`src/sv/qdtm_pkg.sv`:
```
package qdtm_pkg;

    // Fixed field widths of the block's ports.
    localparam int VAL_W   = 32;
    localparam int CAP_W   = 5;
    localparam int STAT_W  = 3;
    localparam int CNT_W   = 5;

    // Built depth of the entry store and the capacity value after reset.
    localparam int DEPTH_DEF   = 16;
    localparam logic [CAP_W-1:0] CAP_RESET = CAP_W'(16);

    // Values of the action input.
    localparam logic ACT_APPEND = 1'b0;
    localparam logic ACT_REMOVE = 1'b1;

    typedef enum logic [STAT_W-1:0] {
        ST_APPENDED = 3'd0,
        ST_FULL     = 3'd1,
        ST_EMPTY    = 3'd2,
        ST_REMOVED  = 3'd3,
        ST_NOTFOUND = 3'd4
    } status_t;

    typedef enum logic {
        S_IDLE,
        S_SCAN
    } state_t;

endpackage

```
`src/sv/qdtm_ram.sv`:
```
module qdtm_ram #(
    parameter int DEPTH = qdtm_pkg::DEPTH_DEF,
    parameter int AW    = (DEPTH > 1) ? $clog2(DEPTH) : 1
) (
    input  logic                        clk,
    input  logic                        we,
    input  logic [AW-1:0]               waddr,
    input  logic [qdtm_pkg::VAL_W-1:0]  wdata,
    input  logic [AW-1:0]               raddr,
    output logic [qdtm_pkg::VAL_W-1:0]  rdata
);

    // Entry storage; contents are undefined until written.
    logic [qdtm_pkg::VAL_W-1:0] mem [DEPTH];

    always_ff @(posedge clk)
    begin
        if (we)
        begin
            mem[waddr] <= wdata;
        end
    end

    // Registered read port.
    always_ff @(posedge clk)
    begin
        rdata <= mem[raddr];
    end

endmodule

```
`src/sv/queue_dequeue_through_match.sv`:
```
// Results: an append, a full append or a dequeue on an empty queue shows its result
// in the cycle after the start transaction. A dequeue compares entries from the oldest
// on and reports on the first match, removing that entry and all older ones, or once
// the newest entry misses. Busy is held through the scan, so no new command is taken
// until it ends; the scan steps through the single read port of the entry memory. The
// receiver cannot stall. Reset empties the queue and sets the capacity register to 16.
module queue_dequeue_through_match #(
    parameter int DEPTH = qdtm_pkg::DEPTH_DEF
) (
    input  logic                               clk,
    input  logic                               rst_n,

    // Configuration write port for the capacity register.
    input  logic                               cfg_we,
    input  logic [qdtm_pkg::CAP_W-1:0]         cfg_wdata,

    // Command side.
    input  logic                               start,
    output logic                               busy,
    input  logic                               action,
    input  logic signed [qdtm_pkg::VAL_W-1:0]  value,

    // Result side, one cycle per transaction.
    output logic                               done,
    output logic [qdtm_pkg::STAT_W-1:0]        status,
    output logic [qdtm_pkg::CNT_W-1:0]         removed_count,
    output logic [qdtm_pkg::CNT_W-1:0]         occupancy
);

    // AW indexes the memory; CW holds a count from zero up to DEPTH.
    localparam int AW = (DEPTH > 1) ? $clog2(DEPTH) : 1;
    localparam int CW = $clog2(DEPTH + 1);
    localparam int EW = (CW > qdtm_pkg::CAP_W) ? CW : qdtm_pkg::CAP_W;
    localparam int PW = CW + 1;

    // The queue is a circular buffer: head_reg points at the oldest entry and
    // count_reg gives how many entries are held from there on. Removing entries through a
    // match only advances the head, so no entry ever has to move.
    qdtm_pkg::state_t                  state_reg,    state_next;
    logic [AW-1:0]                     head_reg,     head_next;
    logic [CW-1:0]                     count_reg,    count_next;
    logic [qdtm_pkg::CAP_W-1:0]        cap_reg;
    logic [qdtm_pkg::VAL_W-1:0]        value_reg,    value_next;

    // Scan sequencer: scan_idx_reg is the next offset to read, and the
    // cmp_* registers describe the entry whose data arrives this cycle.
    logic [CW-1:0]                     scan_idx_reg, scan_idx_next;
    logic [CW-1:0]                     cmp_idx_reg,  cmp_idx_next;
    logic                              cmp_valid_reg, cmp_valid_next;

    // Result registers.
    logic                              done_reg,     done_next;
    qdtm_pkg::status_t                 status_reg,   status_next;
    logic [qdtm_pkg::CNT_W-1:0]        removed_reg,  removed_next;
    logic [qdtm_pkg::CNT_W-1:0]        occ_reg,      occ_next;

    // Memory interface.
    logic                              mem_we;
    logic [AW-1:0]                     mem_waddr;
    logic [AW-1:0]                     mem_raddr;
    logic [qdtm_pkg::VAL_W-1:0]        mem_rdata;

    logic                              accept;
    logic                              is_full;
    logic [CW-1:0]                     remove_n;

    // Adds an offset to a buffer position, wrapping at DEPTH. The sum of the
    // operands stays below twice DEPTH, so one compare and subtract is enough.
    function automatic logic [AW-1:0] wrap_add(input logic [AW-1:0] base,
                                               input logic [CW-1:0] off);
        logic [PW-1:0] sum;
        sum = PW'(base) + PW'(off);
        if (sum >= PW'(DEPTH))
        begin
            sum = sum - PW'(DEPTH);
        end
        return AW'(sum);
    endfunction

    qdtm_ram #(
        .DEPTH (DEPTH),
        .AW    (AW)
    ) u_ram (
        .clk   (clk),
        .we    (mem_we),
        .waddr (mem_waddr),
        .wdata (value),
        .raddr (mem_raddr),
        .rdata (mem_rdata)
    );

    assign accept    = start && !busy;
    assign busy      = (state_reg != qdtm_pkg::S_IDLE);

    // The effective capacity is the smaller of the register and DEPTH, so the
    // queue is full when either bound has been reached.
    assign is_full   = (EW'(count_reg) >= EW'(cap_reg)) || (count_reg == CW'(DEPTH));

    // Appends go to the slot just past the newest entry.
    assign mem_waddr = wrap_add(head_reg, count_reg);
    assign mem_raddr = wrap_add(head_reg, scan_idx_reg);

    // Entries removed on a match: the matched entry and all older ones.
    assign remove_n  = cmp_idx_reg + CW'(1);

    always_ff @(posedge clk or negedge rst_n)
    begin
        if (!rst_n)
        begin
            state_reg     <= qdtm_pkg::S_IDLE;
            head_reg      <= '0;
            count_reg     <= '0;
            cap_reg       <= qdtm_pkg::CAP_RESET;
            scan_idx_reg  <= '0;
            cmp_valid_reg <= 1'b0;
            done_reg      <= 1'b0;
        end
        else
        begin
            state_reg     <= state_next;
            head_reg      <= head_next;
            count_reg     <= count_next;
            scan_idx_reg  <= scan_idx_next;
            cmp_valid_reg <= cmp_valid_next;
            done_reg      <= done_next;
            if (cfg_we)
            begin
                cap_reg <= cfg_wdata;
            end
        end
    end

    // Payload registers need no reset.
    always_ff @(posedge clk)
    begin
        value_reg   <= value_next;
        cmp_idx_reg <= cmp_idx_next;
        status_reg  <= status_next;
        removed_reg <= removed_next;
        occ_reg     <= occ_next;
    end

    always_comb
    begin
        state_next     = state_reg;
        head_next      = head_reg;
        count_next     = count_reg;
        value_next     = value_reg;
        scan_idx_next  = scan_idx_reg;
        cmp_idx_next   = cmp_idx_reg;
        cmp_valid_next = 1'b0;
        done_next      = 1'b0;
        status_next    = status_reg;
        removed_next   = removed_reg;
        occ_next       = occ_reg;
        mem_we         = 1'b0;

        unique case (state_reg)
            qdtm_pkg::S_IDLE:
            begin
                if (accept)
                begin
                    value_next   = value;
                    removed_next = '0;
                    if (action == qdtm_pkg::ACT_APPEND)
                    begin
                        done_next = 1'b1;
                        if (is_full)
                        begin
                            status_next = qdtm_pkg::ST_FULL;
                            occ_next    = qdtm_pkg::CNT_W'(count_reg);
                        end
                        else
                        begin
                            mem_we      = 1'b1;
                            count_next  = count_reg + CW'(1);
                            status_next = qdtm_pkg::ST_APPENDED;
                            occ_next    = qdtm_pkg::CNT_W'(count_next);
                        end
                    end
                    else if (count_reg == '0)
                    begin
                        done_next   = 1'b1;
                        status_next = qdtm_pkg::ST_EMPTY;
                        occ_next    = '0;
                    end
                    else
                    begin
                        state_next    = qdtm_pkg::S_SCAN;
                        scan_idx_next = '0;
                    end
                end
            end

            qdtm_pkg::S_SCAN:
            begin
                // Keep one read in flight ahead of the compare.
                if (scan_idx_reg < count_reg)
                begin
                    scan_idx_next  = scan_idx_reg + CW'(1);
                    cmp_valid_next = 1'b1;
                    cmp_idx_next   = scan_idx_reg;
                end

                if (cmp_valid_reg)
                begin
                    if (mem_rdata == value_reg)
                    begin
                        head_next      = wrap_add(head_reg, remove_n);
                        count_next     = count_reg - remove_n;
                        status_next    = qdtm_pkg::ST_REMOVED;
                        removed_next   = qdtm_pkg::CNT_W'(remove_n);
                        occ_next       = qdtm_pkg::CNT_W'(count_next);
                        done_next      = 1'b1;
                        cmp_valid_next = 1'b0;
                        state_next     = qdtm_pkg::S_IDLE;
                    end
                    else if (cmp_idx_reg == count_reg - CW'(1))
                    begin
                        status_next    = qdtm_pkg::ST_NOTFOUND;
                        removed_next   = '0;
                        occ_next       = qdtm_pkg::CNT_W'(count_reg);
                        done_next      = 1'b1;
                        cmp_valid_next = 1'b0;
                        state_next     = qdtm_pkg::S_IDLE;
                    end
                end
            end

            default:
            begin
                state_next = qdtm_pkg::S_IDLE;
            end
        endcase
    end

    assign done          = done_reg;
    assign status        = status_reg;
    assign removed_count = removed_reg;
    assign occupancy     = occ_reg;

    // The queue never holds more than its built depth.
    a_count_bound: assert property (@(posedge clk) disable iff (!rst_n)
        count_reg <= CW'(DEPTH))
        else $error("entry count exceeds the built depth");

    // Leaving the scan always produces a result transaction.
    a_scan_ends_done: assert property (@(posedge clk) disable iff (!rst_n)
        $fell(busy) |-> done)
        else $error("scan finished without a result");

    // A dequeue on a non-empty queue enters the scan.
    a_dequeue_scans: assert property (@(posedge clk) disable iff (!rst_n)
        accept && action == qdtm_pkg::ACT_REMOVE && count_reg != '0 |=> busy)
        else $error("dequeue did not start a scan");

    // The scan only compares entries that are held.
    a_cmp_in_range: assert property (@(posedge clk) disable iff (!rst_n)
        cmp_valid_reg |-> cmp_idx_reg < count_reg)
        else $error("scan compared an entry beyond the occupancy");

    // A successful append grows the queue by exactly one entry.
    a_append_grows: assert property (@(posedge clk) disable iff (!rst_n)
        done && status == qdtm_pkg::ST_APPENDED |-> count_reg == $past(count_reg) + CW'(1))
        else $error("append did not add one entry");

endmodule

```
`config.mk`:
```
export PLATFORM = sky130hd
export DESIGN_NAME = queue_dequeue_through_match
export DESIGN_NICKNAME = d
export VERILOG_FILES = /design/src/sv/qdtm_pkg.sv /design/src/sv/qdtm_ram.sv /design/src/sv/queue_dequeue_through_match.sv
export SDC_FILE = /design/constraint.sdc
export NUM_CORES = 1
export LEC_CHECK = 0
export BUFFER_PORTS_ARGS = -buffer_cell sky130_fd_sc_hd__clkbuf_2
export CAP_MARGIN = 40
export CORE_MARGIN = 4
export CORE_UTILIZATION = 47
export CTS_BUF_LIST = sky130_fd_sc_hd__clkbuf_8
export DETAILED_ROUTE_END_ITERATION = 7
export PLACE_DENSITY = 0.75
export SLEW_MARGIN = 20
export SYNTH_ARGS = -nofsm -noshare
export SYNTH_HDL_FRONTEND = slang
export SYNTH_SLANG_ARGS = --single-unit
```
`constraint.sdc`:
```
create_clock -name clk -period 3.75 [get_ports clk]
set_input_delay 0.1875 -clock clk [delete_from_list [all_inputs] [get_ports clk]]
set_output_delay 0.1875 -clock clk [all_outputs]
set_load 0.01 [all_outputs]
```
# [After elaboration in Yosys (flattened, before gate mapping)]
# Memory sizes are Yosys's and may differ from the RTL's. A register that Yosys moved wholly into a read port is not among the register bits.
# Index checks and enable logic that the tools add are counted.
[totals] word_cells=112 output_inout_bits=15 mem_bits_rw=512 n_memories=1 in_bits=42 register_bits=72
[classes] n_eq_ne=12 add_sub_neg=11 reduce_logical=11 n_lt_le_gt_ge=5 bitwise=1 n_mux=59
[mem_list] name="u_ram.mem" words=16 width=32 rd=1 rd_clocked_by_memory_dff=1 wr=1 line_no="qdtm_ram.sv:14" source="logic [qdtm_pkg::VAL_W-1:0] mem [DEPTH];"
[op_table] cell="two-way mux 5 bit" n=19
[op_table] cell="case mux 5 bit (2 select lines)" n=4
[op_table] cell="equality test 32 bit" n=1
[op_table] cell="two-way mux 1 bit" n=24
[op_table] cell="adder 4 x 5 -> 6 bit" n=3
[op_table] cell="greater-or-equal comparator 6 x 5 -> 1 bit, second input constant" n=3
[op_table] cell="two-way mux 3 bit" n=6
[op_table] cell="adder 5 x 1 -> 5 bit, second input constant" n=3
[op_table] cell="two-way mux 4 bit" n=3
[op_table] cell="AND reduction 4 bit" n=3
[op_table] cell="subtractor 4 x 1 -> 4 bit, second input constant" n=3
[op_table] cell="!= test 2 bit, second input constant" n=4
[op_table] cell="!= test 2 x 1 -> 1 bit, second input constant" n=3
[op_table] cell="case mux 3 bit (2 select lines)" n=1
[op_table] cell="AND reduction 3 bit" n=2
[op_table] cell="equality test 5 bit" n=1
[op_table] cell="equality test 5 bit, second input constant" n=1
[op_table] cell="greater-or-equal comparator 5 bit" n=1
[op_table] cell="logical NOT 5 bit" n=1
[op_table] cell="< comparator 5 bit" n=1
[op_table] cell="subtractor 5 x 1 -> 5 bit, second input constant" n=1
[op_table] cell="subtractor 5 bit" n=1
[op_table] cell="case mux 1 bit (2 select lines)" n=2
[op_table] cell="AND reduction 2 bit" n=2
[op_table] cell="other kinds (6)" n=6

# [Depth between registers and ports, before layout]
[logic_depth] word_depth=8 ltp_mapped=10 depth_no_buf=10

# [Modules after synthesis]
# Synthesis repeated with hierarchy kept, for this count alone.
[hier_totals] cells_unflattened=1182 hier_area_um2=23844.1
[modules_own_cells] mod="qdtm_ram" area_each_um2=19835.3 seq_area_each_um2=16015.4 cells_each=838 instances=1
[modules_own_cells] mod="queue_dequeue_through_match" area_each_um2=4008.8 seq_area_each_um2=2053.2 cells_each=344 instances=1

# [Least setup slack after synthesis]
# Ideal clock, no wire load.
[synth_path] path_type="flip-flop to flip-flop" from="register count_reg[0]" to="memory u_ram.mem[4][0] in the netlist's numbering (enable)" arrival_time_ps=3400 path_slack_ps=-71 path_stages_with_launch=9 n_path_buf=0 cell_sequence="dfrtp_1 inv_1 ha_1 nor2b_1 o21ai_0 a21oi_1 o21ai_2 or4_1 nor2_1"
[synth_via] elab_chain_cells=8 elab_cells_between_ends=13
[synth_lines] element="start, declared" line_no="queue_dequeue_through_match.sv:41" source="logic [CW-1:0] count_reg, count_next;"
[synth_lines] element="start signal, assigned" line_no="queue_dequeue_through_match.sv:122" source="count_reg <= count_next;"
[synth_lines] element="greater-or-equal comparator 5 bit / equality test 5 bit (equally long branches)" line_no="queue_dequeue_through_match.sv:97" source="assign is_full = (EW'(count_reg) >= EW'(cap_reg)) || (count_reg == CW'(DEPTH));"
[synth_lines] element="logical OR 1 bit" line_no="queue_dequeue_through_match.sv:97"
[synth_lines] element="two-way mux 1 bit" line_no="queue_dequeue_through_match.sv:168" source="if (is_full)"
[synth_lines] element="two-way mux 1 bit" line_no="queue_dequeue_through_match.sv:165" source="if (action == qdtm_pkg::ACT_APPEND)"
[synth_lines] element="two-way mux 1 bit" line_no="queue_dequeue_through_match.sv:161" source="if (accept)"
[synth_lines] element="two-way mux 1 bit" line_no="queue_dequeue_through_match.sv:158" source="unique case (state_reg)"
[synth_lines] element="two-way mux 1 bit" line_no="qdtm_ram.sv:18" source="if (we)"
[synth_lines] element="two-way mux 1 bit (implied by the code)" line_no="qdtm_ram.sv:20" source="mem[waddr] <= wdata;"
[synth_lines] element="end, declared" line_no="qdtm_ram.sv:14"
# Several ways; a longest one is shown, not always the timed one.

# [Worst setup path after layout]
[layout_path] from="register count_reg[0]" to="memory u_ram.mem[10][22] in the netlist's numbering (enable)"
# The elaborated chain is that of the path after synthesis.

==> impl_metrics.toml <==
[cells_and_area]
area_growth_syn_to_layout_pct = 16.31
n_antenna_cell = 0
fin_nets = 1507
final_util = 0.5567
largest_reg_flops = 512
fin_cells = 2185
final_area_um2 = 28100
drive_above_1_share = 0.2650
fill_cells = 3809

[setup_path]
path_max_fanout = 20
path_delay_family = "simple AND/OR/NAND/NOR gates"
crit_path_end_kind = "flop"
critPathArrivalTime_ns = 3.76
r2r_end = "u_ram.mem[10][22]$_DFFE_PP_"
crit_buf_inv = 2
crit_chain = "inv_1, ha_1, nor2b_1, o21ai_0, a21oi_1, o21ai_2, nor2_1, nand3b_1, nor2_4, buf_4"
startpoint_type = "flop"
worstRegToRegCells = 10
max_stage_delay_ns = 0.50
worst-r2r-setup-slack_ns = 0.33
slowest_stage = "dfrtp_1"
r2r_start = "count_reg[0]$_DFFE_PN0P_"
crit_required_ns = 4.08
setup.worst_path.class = "reg -> reg"

[min_path]
min_path_type = "in -> reg"
worstHoldStart = "value[4]"
min_to = "value_reg[4]$_DFFE_PP_"
worstHoldPathCells = 1

[synthesis]
yosys-top-cells-area = "edfxtp_1 70%, mux4_2 12%, dfxtp_1 2.7%"
async_flop_share = 0.03571
synth_top_area_cell = "edfxtp_1"
netlist_top_cells_count = "562 x edfxtp_1, 128 x mux4_2, 87 x nand2_1"
ys_seq_area_frac = 0.7478
synth_edf_count = 562
synth_top_area_frac = 0.6985
ys_seq_elements = 616
synth.most_common_cell = "edfxtp_1"
synth.net_count = 1311
synth-main-ff-cell = "edfxtp_1"
syn_area_um2 = 24160
syn_inst = 1239
ys_types = 66
synth_area_per_cell_um2 = 19.50
yosys_warnings = 0

[clock_network]
numCtsBuffers = 95
cts_root_buffer = "clkbuf_8"
clock_path_buffers = 3
clkLatencyLatePin_ns = 0.70
htreeDepth = 3
cts_tree = "done"
path_clk_slew_ns = 0.06
cts_sinks = 616

[job]
drv_cap = 0

[routing]
wirelength_um = 50770
wl_per_cell_um = 23.24
vias = 12372
drt-initial-drc-count = 1291
first_pass_iters = 5
detail-route-antenna-nets = 0
drc = 0
vias_per_cell = 5.662

[global_route]
grt_pass1_wl_um = 78060
grtUsageTotal = 0.1847
overflow = 0
antenna_found_initial = 1
grt_start_max_net_pins = 65
grt_pass1_vias = 12760

[placed_design]
place_congestion = 0.8760
portBuffers = 56
dp_hpwl_um = 30510
dp_cells = 1966
placed_area_um2 = 25800

[floorplan]
core_um2 = 50480
start_util = 0.4787
rows = 82
die_h_um = 234.7
die_x_um = 234.7
dieArea_um2 = 55100
io_pins = 57

[sta]
rsz0062_at_grt = "false"
period_share = 0.9128
hold_violations = 0
drv_slew = 0
tightest_slew_ns = 0.8008
fin_crit_ns = 3.423
slew_headroom = 0.4635
max_freq_ghz = 0.2921
clock_skew_ns = 0.04919
final-setup-viol-count = 0

[power_and_ir_drop]
power.leakage_nw = 9.546
power_density_nw_per_um2 = 665.6
peakVddDrop_v = 0.0003515

[status]
status = "finished clean"
==> logic make-up (layout without fill, tap and decap cells) <==
| kind of cell | after synthesis | after routing | share of synthesized area |
|---|---|---|---|
| DFF | 616 | 616 | 0.7478 |
| and+or+nand+nor | 200 | 200 | 0.04065 |
| muxes | 138 | 138 | 0.1238 |
| AOI/OAI and AO/OA | 116 | 116 | 0.03340 |
| buffers and inverters | 76 | 350 | 0.01476 |
| xor gates and xnor gates | 63 | 63 | 0.02284 |
| adders and majority gates | 30 | 30 | 0.01678 |
==> routing by layer <==
metal	vias up	GRT usage	routed length, um
met4	0	0.05639	1225
li1	5372	-	-
met1	6440	0.2621	21170
met3	86	0.04268	3950
met2	474	0.2897	24420
met5	-	0	0
==> power by group <==
part	internal [mW]	switching (mW)	total (mW)
Sequential	7.95	0.262	8.21
Combinational	2.33	2.79	5.12
Clock	2.81	2.57	5.37
Total	13.1	5.62	18.7
==> layout make-up <==
class,count,area (um^2),share of cell area
repair buffers,153,1341,0.04773
well taps,672,840.8,0.02992
clock buffers,105,1445,0.05142
multi-input cells,547,5911,0.2103
flip-flops and latches,616,18070,0.6430
inverters,22,82.58,0.002939
clock inverters,70,412.9,0.01469
==> cell usage in the layout, fill, tap and decap left out, types with 3 or more instances in the layout <==
cell           instances
edfxtp_1             562
mux4_2               128
clkbuf_8             105
nand2_1               87
clkbuf_2              56
inv_1                 54
xor2_1                46
dlygate4sd3_1         44
buf_4                 34
a211oi_1              32
a31oi_1               32
and2_1                32
dfxtp_1               32
ha_1                  25
nor2_1                21
dfrtp_1               21
buf_12                18
nor2_4                17
clkinv_1              15
xnor2_1               14
a21oi_1               12
clkinv_2              12
o21ai_0               11
nor4_1                 8
mux2i_1                7
nand3_1                7
a21o_1                 6
nor3_1                 6
nand4_1                3
o21ai_1                3
fa_1                   3
clkinvlp_4             3
bufinv_16              3
==> repair_timing <==
action / CTS / global route
hold buffers: 44 / 0
gates resized for setup: 0 / 0
setup buffers: 0 / 0
hold endpoints to repair: 453 / 0
==> metrics by stage <==
| step | hold WS [ns] | power [mW] | setup WS [ns] | setup TNS [ns] |
|---|---|---|---|---|
| after global routing | 0.01780 | 19.63 | 0.1125 | 0 |
| after detailed placement | 0.2340 | 13.46 | 0.3974 | 0 |
| after CTS | 0.006888 | 18.88 | 0.3823 | 0 |
| final | 0.05299 | 18.70 | 0.3268 | 0 |
| after global placement | 0.2308 | 13.39 | 0.4656 | 0 |
| after floorplan | -0.1081 | 11.89 | -0.07146 | -8.694 |
==> worst max path at each step <==
stage,from,to,slack [ns],depth (start not counted)
after floorplan,count_reg[0]$_DFFE_PN0P_,u_ram.mem[4][0]$_DFFE_PP_,-0.07,8
after detailed placement,count_reg[0]$_DFFE_PN0P_,u_ram.mem[11][14]$_DFFE_PP_,0.40,10
final,count_reg[0]$_DFFE_PN0P_,u_ram.mem[10][22]$_DFFE_PP_,0.33,10
after global placement,count_reg[0]$_DFFE_PN0P_,u_ram.mem[4][12]$_DFFE_PP_,0.47,9
after CTS,count_reg[0]$_DFFE_PN0P_,u_ram.mem[11][21]$_DFFE_PP_,0.38,10
after global routing,count_reg[0]$_DFFE_PN0P_,u_ram.mem[10][22]$_DFFE_PP_,0.11,10
Note: power is estimated with default switching activity, not from simulation.
